**src/rtl/core/msve_pkg.sv**
```systemverilog
// Shared widths, types and constants of the multichannel velocity estimator.
`default_nettype none

package msve_pkg;

  localparam int CHANNELS    = 12;
  localparam int SAMPLE_BITS = 16;

  // Older samples kept per channel; the new sample makes the sixth tap.
  localparam int HIST_TAPS = 5;

  localparam int JOINT_BITS = 4;
  localparam int GAIN_BITS  = 24;
  localparam int VEL_BITS   = 32;

  localparam logic [GAIN_BITS-1:0] GAIN_RESET = 24'd7314;

  localparam int CH_AW = (CHANNELS > 1) ? $clog2(CHANNELS) : 1;

  // The sum of absolute weights is 18, below 2^5.
  localparam int WSUM_BITS = SAMPLE_BITS + 5;
  localparam int PROD_BITS = WSUM_BITS + GAIN_BITS + 1;
  localparam int SH_BITS   = PROD_BITS - 8;
  localparam int SAT_BITS  = (SH_BITS > VEL_BITS) ? SH_BITS : VEL_BITS + 1;

  typedef logic signed [SAMPLE_BITS-1:0] sample_t;
  typedef logic [HIST_TAPS-1:0][SAMPLE_BITS-1:0] hist_row_t;
  typedef logic [CH_AW-1:0] ch_addr_t;
  typedef logic signed [WSUM_BITS-1:0] wsum_t;
  typedef logic signed [PROD_BITS-1:0] prod_t;
  typedef logic signed [SH_BITS-1:0] sh_t;
  typedef logic signed [SAT_BITS-1:0] sat_t;

  typedef struct packed {
    logic      en;
    ch_addr_t  addr;
    hist_row_t data;
  } hist_wr_t;

endpackage

`default_nettype wire

```
**src/rtl/core/msve_hist_ram.sv**
```systemverilog
// Per-channel sample history memory with valid bits and write-to-read forwarding.
`default_nettype none

module msve_hist_ram (
  input  wire logic              clk,
  input  wire logic              rst,
  input  wire logic              rd_en,
  input  wire msve_pkg::ch_addr_t  rd_addr,
  input  wire msve_pkg::hist_wr_t  wr,
  output msve_pkg::hist_row_t    rd_data
);
  import msve_pkg::*;

  hist_row_t mem [CHANNELS];
  logic [CHANNELS-1:0] entry_valid;

  hist_row_t mem_q;
  hist_row_t fwd_q;
  logic      hit_q;
  logic      valid_q;

  always_ff @(posedge clk) begin
    if (wr.en) begin
      mem[wr.addr] <= wr.data;
    end
    if (rd_en) begin
      mem_q <= mem[rd_addr];
      fwd_q <= wr.data;
    end
  end

  always_ff @(posedge clk) begin
    if (rst) begin
      entry_valid <= '0;
      hit_q       <= 1'b0;
      valid_q     <= 1'b0;
    end else begin
      if (wr.en) begin
        entry_valid[wr.addr] <= 1'b1;
      end
      if (rd_en) begin
        // forward a write to the same entry in the same cycle
        hit_q   <= wr.en && (wr.addr == rd_addr);
        valid_q <= entry_valid[rd_addr];
      end
    end
  end

  always_comb begin
    if (hit_q) begin
      rd_data = fwd_q;
    end else if (valid_q) begin
      rd_data = mem_q;
    end else begin
      rd_data = '0;
    end
  end

endmodule

`default_nettype wire

```
**config.mk**
```make
export PLATFORM = sky130hd
export DESIGN_NAME = msve_hist_ram
export DESIGN_NICKNAME = d
export VERILOG_FILES = /design/src/rtl/core/msve_pkg.sv /design/src/rtl/core/msve_hist_ram.sv
export SDC_FILE = /design/constraint.sdc
export NUM_CORES = 1
export LEC_CHECK = 0
export BUFFER_PORTS_ARGS = -buffer_cell sky130_fd_sc_hd__buf_2
export CORE_MARGIN = 2
export CORE_UTILIZATION = 55
export CTS_CLUSTER_SIZE = 30
export DETAILED_ROUTE_END_ITERATION = 12
export GPL_TIMING_DRIVEN = 0
export HOLD_SLACK_MARGIN = 0.15
export PLACE_DENSITY = 0.69
export SYNTH_ARGS = -nofsm -noshare
export SYNTH_HDL_FRONTEND = slang
export SYNTH_SLANG_ARGS = --single-unit
```
**constraint.sdc**
```tcl
create_clock -name clk -period 9.84 [get_ports clk]
set_input_delay 1.968 -clock clk [delete_from_list [all_inputs] [get_ports clk]]
set_output_delay 1.968 -clock clk [all_outputs]
set_load 0.01 [all_outputs]
```
==> flow_summary_export.csv, run 1 <==
group,metric,value,unit
synthesis,ys_warn_count,0,
cts,cts_root_buffer,"clkbuf_16",
cts,cts.sinks,1134,
synthesis,synth_top_area_cell,"edfxtp_1",
synthesis,syn-num-nets,1953,
worst_setup_path,crit_path_end_kind,"output port",
floorplanning,die-area,0.0788,mm^2
synthesis,ys_types,26,
cts,cts-htree-levels,3,
worst_setup_path,path_max_fanout,10,
synthesis,syn_inst,1861,
min_path,hp-class,"flop to flop",
synthesis,seq_area_frac_synth,80.5,%
cts,cts_setup_buffers,0,
synthesis,syn-cell-area,0.0421,mm^2
synthesis,synth_top_area_share,79.9,%
worst_setup_path,cp-endpoint,"rd_data[72]",
timing,grt_setup_unrepaired,"no",
worst_setup_path,cp_data_required_time,7.87,ns
min_path,worstHoldStart,"entry_valid[5]",
worst_setup_path,ff2ff_path_depth,3,
global_routing,antenna_found_initial,9,
synthesis,async_flop_share,0,%
drt,via_per_inst,6.17,
synthesis,ys_top_cells_by_area,"edfxtp_1 (80%), mux4_2 (13%), a22o_1 (1.7%)",
pwr,leakage,16.2,nW
floorplanning,core,0.0758,mm^2
drt,drc,0,
timing,finalHoldViolCount,0,
run,drv_cap,0,
timing,slew_viol_final,0,
layout,drive_above_1_share,29.2,%
cts,cts_resized,0,
drt,vias,20300,
synthesis,synth_edf_count,1120,
global_routing,grt_pass1_vias,20900,
timing,finalSetupTns,0,ns
drt,wl_per_cell,27.8,um
placed_design,io_buffers,169,
timing,finClkSkew,0.0178,ns
placed_design,place_ws,5.14,ns
cts,path_clk_slew,0.06,ns
layout,fin_nets,2300,
outcome,status,"finished, final reports clean",
synthesis,yosys-top-cells-count,"edfxtp_1 (1120), mux4_2 (241), nand2_1 (161), a22oi_1 (81), a22o_1 (80)",
placed_design,place_congestion,0.740,
cts,cts_tree,"built",
drt,firstDrtPassIters,5,
drt,drt-initial-drc-count,2248,
floorplanning,start_util,55.5,%
layout,final_cell_count_no_fill,3283,
global_routing,grt_max_degree,86,
synthesis,ys.flop_type,"edfxtp_1",
drt,finalWirelength,91.2,mm
worst_setup_path,critical_path.startpoint,"hit_q",
timing,layout_min_cycle_time,5.40,ns
floorplanning,io_pins,172,
placed_design,dp.cells,3077,
floorplanning,fp-row-count,101,
floorplanning,fp.dieW,281,um
global_routing,grt_usage,23.7,%
placed_design,hpwl,56.5,mm
timing,setup_ws,4.44,ns
synthesis,synth_most_common_cell,"edfxtp_1",
worst_setup_path,critPathLaunchType,"flop",
worst_setup_path,path_class,"flop to output port",
drt,antenna_left,0,
synthesis,syn-mean-instance-area,22.6,um^2
worst_setup_path,r2r_slack,8.23,ns
worst_setup_path,reg2reg_from,"mem[2][53]",
timing,slew_headroom,5.50,%
pwr,peakVddDrop,0.130,mV
timing,setup_viol,0,
cts,hold_buffers,0,
layout,nFillCells,4901,
worst_setup_path,worstPathArrival,3.43,ns
timing,tightest_slew,1.41,ns
global_routing,overflow,0,
worst_setup_path,worstReg2RegEnd,"mem_q[53]",
timing,period_share,54.9,%
global_routing,grt_pass1_wl,135,mm
layout,syn2layout_area_growth,15.9,%
floorplanning,die_h,281,um
pwr,cellPowerDensity,202,mW/mm^2
cts,clockBufferDepth,3,
timing,fmax,0.185,GHz
synthesis,synth_seq_cells,1134,
cts,insertion_delay,0.67,ns
cts,numCtsBuffers,107,
where the power goes:
part | switching (W) | internal, W | total [W]
Combinational | 0.000304 | 0.000199 | 0.000503
Sequential | 0.0000354 | 0.00546 | 0.00549
Clock | 0.00171 | 0.00215 | 0.00386
Total | 0.00205 | 0.00781 | 0.00985
how the worst min path moves through the flow:
stage	end	depth (start not counted)
2_1_floorplan	entry_valid[5]	2
3_3_place_gp	entry_valid[7]	2
3_5_place_dp	entry_valid[5]	2
4_1_cts	entry_valid[5]	2
5_1_grt	entry_valid[4]	2
6_report	entry_valid[5]	2
state kept, by name (all words and copies together) (netlist names):
name	count
fwd_q	80
valid_q	1
hit_q	1
entry_valid	12
mem_q	80
mem	960
logic make-up (layout without fill, tap and decap cells):
| family | after synthesis | in the layout | share of synthesized area, % |
|---|---|---|---|
| AOI/OAI and AO/OA | 164 | 164 | 3.16 |
| xor gates and xnor gates | 4 | 4 | 0.0832 |
| buffers and inverters | 100 | 538 | 1.23 |
| DFF | 1134 | 1134 | 80.5 |
| muxes | 245 | 245 | 13.0 |
| other | 0 | 6 | 0 |
| and+or+nand+nor | 214 | 214 | 2.00 |
area by class of cell:
cell class	count	area (um^2)	share of cell area, %
Timing Repair Buffer	238	2070	4.25
Clock inverter	61	378	0.775
Multi-Input combinational cell	627	7760	15.9
Tap cell	978	1220	2.51
Clock buffer	139	2900	5.95
Antenna cell	6	15.0	0.0308
Sequential cell	1134	33900	69.5
Buffer	100	520	1.07
layer usage:
metal	vias to the layer above	GRT usage, %	share of wire [%]
li1	8550	-	-
met1	10700	32.9	39
met2	853	39.2	50
met3	140	4.33	7.9
met4	8	6.46	2.1
met5	-	0	0.050
critical path, stage by stage, from the launching register on:
cell and delay [ns]:
dfxtp_1 0.30, clkbuf_2 0.49, nor2b_1 0.25, clkbuf_2 0.64, clkbuf_1 0.56, a22o_1 0.35
buf_2 0.18
stage by stage:
step / instance area [um^2] / hold WS (ns) / total power (W) / util [%]
CTS: 48800 / 0.475 / 0.00992 / 64.3
finish: 48800 / 0.471 / 0.00985 / 64.3
detailed placement: 45500 / 0.461 / 0.00610 / 60.0
global placement: 44200 / 0.443 / 0.00608 / 58.3
floorplan: 42100 / 0.435 / 0.00586 / -
global route: 48800 / 0.509 / 0.0101 / 64.3
placed cells by master (no fill, tap or decap), types with 2 or more instances in the layout:
cell type,count
nand2b_1,3
buf_16,15
nor3_2,3
buf_1,16
nand3_1,3
edfxtp_1,1120
bufinv_16,3
clkbuf_8,4
nand2_1,161
nor2_4,9
buf_12,21
clkinv_2,22
nor2b_1,3
mux2_2,2
diode_2,6
a22o_1,80
nor2_1,27
buf_6,39
xor2_1,3
dfxtp_1,14
mux2i_1,2
clkbuf_1,76
clkbuf_16,110
buf_4,15
buf_8,5
a22oi_1,81
mux4_2,241
inv_6,2
buf_2,174
clkinv_1,31
clkbuf_2,2
nand3b_1,2
Power figures use the tool's default switching activity.
==> inputs of run 2 (changes only) <==
--- a/config.mk
+++ b/config.mk
@@ -12,7 +12,7 @@
 export DETAILED_ROUTE_END_ITERATION = 12
 export GPL_TIMING_DRIVEN = 0
 export HOLD_SLACK_MARGIN = 0.15
-export PLACE_DENSITY = 0.69
+export PLACE_DENSITY = 0.72
 export SYNTH_ARGS = -nofsm -noshare
 export SYNTH_HDL_FRONTEND = slang
 export SYNTH_SLANG_ARGS = --single-unit
==> constraint.sdc (replaced) <==
create_clock -name clk -period 4.8 [get_ports clk]
set_input_delay 0.96 -clock clk [delete_from_list [all_inputs] [get_ports clk]]
set_output_delay 0.96 -clock clk [all_outputs]
set_load 0.01 [all_outputs]
==> run 2 against run 1 <==
Highest routed layer unchanged. Sequential power up 110%. Design area is essentially flat. Combinational power up 110%. Clock skew increased by 0.0047 ns. Critical path type unchanged. Largest power group unchanged.
==> flow_summary_export.csv, run 2 (same netlist as run 1, synthesis figures left out) <==
group,metric,value,unit
layout,final_common_cell,"edfxtp_1",
drt,drt-initial-drc-count,2240,
floorplanning,io_pins,172,
pwr,netSwitchingFraction,20.5,%
worst_setup_path,max_stage_delay,0.64,ns
layout,fin_nets,2281,
min_path,hold-path-cell-count,2,
drt,finalWirelength,92.9,mm
drt,firstDrtPassIters,5,
cts,path_clk_slew,0.06,ns
drt,drc,0,
cts,clockBufferDepth,3,
floorplanning,start_util,55.5,%
pwr,peakVddDrop,0.257,mV
pwr,pwr-share-comb,5.1,%
min_path,hp-class,"flop to flop",
layout,syn2layout_area_growth,15.8,%
floorplanning,fp.dieW,281,um
timing,fmax,0.230,GHz
timing,grt_setup_unrepaired,"no",
run,drv_cap,0,
floorplanning,die-area,0.0788,mm^2
worst_setup_path,ff2ff_path_depth,3,
placed_design,io_buffers,169,
global_routing,grt_usage,24.2,%
worst_setup_path,critPathLaunchType,"flop",
global_routing,overflow,0,
timing,period_share,90.6,%
worst_setup_path,cp_data_required_time,3.84,ns
timing,finalSetupTns,0,ns
cts,hold_buffers,0,
timing,worst_hold_slack,0.478,ns
cts,cts.sinks,1134,
timing,tightest_slew,1.45,ns
worst_setup_path,path_max_fanout,10,
drt,vias,20300,
pwr,p_sw,0.00417,W
worst_setup_path,path_common_cell,"clkbuf_2",
layout,top_register,"mem",
layout,largest_register_ffs,960,
timing,slew_headroom,3.16,%
timing,finClkSkew,0.0226,ns
layout,fin_util,64.3,%
pwr,cellPowerDensity,418,mW/mm^2
pwr,power.internal,0.0162,W
worst_setup_path,path_class,"flop to output port",
layout,top_regs,"mem: 960 flops, fwd_q: 80 flops, mem_q: 80 flops",
cts,cts_tree,"built",
layout,final_cell_count_no_fill,3256,
global_routing,grt_max_degree,96,
timing,setup_viol,0,
drt,antenna_left,0,
cts,insertion_delay,0.67,ns
timing,slew_viol_final,0,
layout,final_cell_mix,"edfxtp_1 (1120), mux4_2 (241), buf_2 (174), nand2_1 (161), clkbuf_16 (111)",
worst_setup_path,worstPathArrival,3.39,ns
floorplanning,core,0.0758,mm^2
global_routing,grt_pass1_vias,21300,
drt,via_per_inst,6.23,
worst_setup_path,crit_slowest_cell,"clkbuf_2",
timing,finalHoldViolCount,0,
pwr,leakage,16.1,nW
worst_setup_path,crit_chain,"clkbuf_2 > nor2b_1 > clkbuf_2 > clkbuf_1 > a22o_1 > buf_2",
outcome,status,"finished, final reports clean",
worst_setup_path,crit_path_end_kind,"output port",
layout,drive_above_1_share,28.8,%
pwr,power_frac_seq,55.3,%
placed_design,place_congestion,0.753,
cts,cts_root_buffer,"clkbuf_16",
drt,wl_per_cell,28.5,um
placed_design,dp.cells,3058,
floorplanning,die_h,281,um
timing,layout_min_cycle_time,4.35,ns
cts,cts-htree-levels,3,
placed_design,hpwl,56.5,mm
pwr,p_clk_share,39.6,%
global_routing,grt_pass1_wl,137,mm
global_routing,antenna_found_initial,15,
cts,cts_setup_buffers,0,
floorplanning,fp-row-count,101,
cts,numCtsBuffers,107,
## run 2: cell types whose count changed in the layout (fill, tap and decap cells not counted), moves of 3 or more
cell,previous run,this run
clkbuf_8,4,0
buf_16,15,21
nor3_2,3,0
clkbuf_1,76,71
buf_8,5,9
bufinv_16,3,8
buf_6,39,11
nor3_4,0,3
clkinvlp_4,1,4
clkinv_1,31,26
## run 2: layout make-up
class / count / area (um^2)
clock inverters: 61 / 487
diodes: 6 / 15.0
plain buffers: 100 / 520
repair buffers: 219 / 1970
fillers: 4860 / 27100
flip-flops and latches: 1134 / 33900
multi-input cells: 627 / 7780
clock buffers: 131 / 2850
well taps: 978 / 1220
## run 2: routing by layer
layer	wire length, um	track usage [%]
met1	35900	33.1
met4	2270	7.20
met3	8210	5.21
met2	46400	39.7
met5	120	0
## run 2: worst paths after layout
| path | startpoint | end | slack [ns] |
|---|---|---|---|
| max | hit_q | rd_data[36] | 0.45 |
| max reg2reg | mem[7][57] | mem_q[57] | 3.17 |
| min | entry_valid[7] | entry_valid[7] | 0.48 |
| min reg2reg | entry_valid[7] | entry_valid[7] | 0.48 |
## run 2: per-stage QoR
stage               total power (W)  setup slack [ns]  area, um^2
floorplan                    0.0120            -0.599       42100
global placement             0.0124             -4.43       44200
detailed placement           0.0125             0.605       45400
CTS                          0.0205             0.257       48700
global route                 0.0210             0.373       48800
finish                       0.0204             0.453       48800
## run 2: what timing repair did
| action | 4_1_cts | 5_1_grt |
|---|---|---|
| gates resized for setup | 1 | 0 |
| endpoints found under the hold margin | 0 | 0 |
| endpoints found under the setup margin | 60 | 0 |
## run 2: worst max-delay path: cells and delay by family (launching register included)
| kind | cells | cell delay (ns) |
|---|---|---|
| AND/OR/NAND/NOR | 1 | 0.26 |
| flip-flops | 1 | 0.29 |
| buffers and inverters | 4 | 1.84 |
| AO/OA/AOI/OAI | 1 | 0.32 |
## run 2: power by group through the flow
stage | Combinational [W] | Clock (W) | Sequential, W
6_report | 0.00104 | 0.00808 | 0.0113
3_5_place_dp | 0.00104 | 0 | 0.0115
4_1_cts | 0.00105 | 0.00821 | 0.0113
5_1_grt | 0.00112 | 0.00860 | 0.0113
2_1_floorplan | 0.000558 | 0 | 0.0115
3_3_place_gp | 0.000964 | 0 | 0.0115
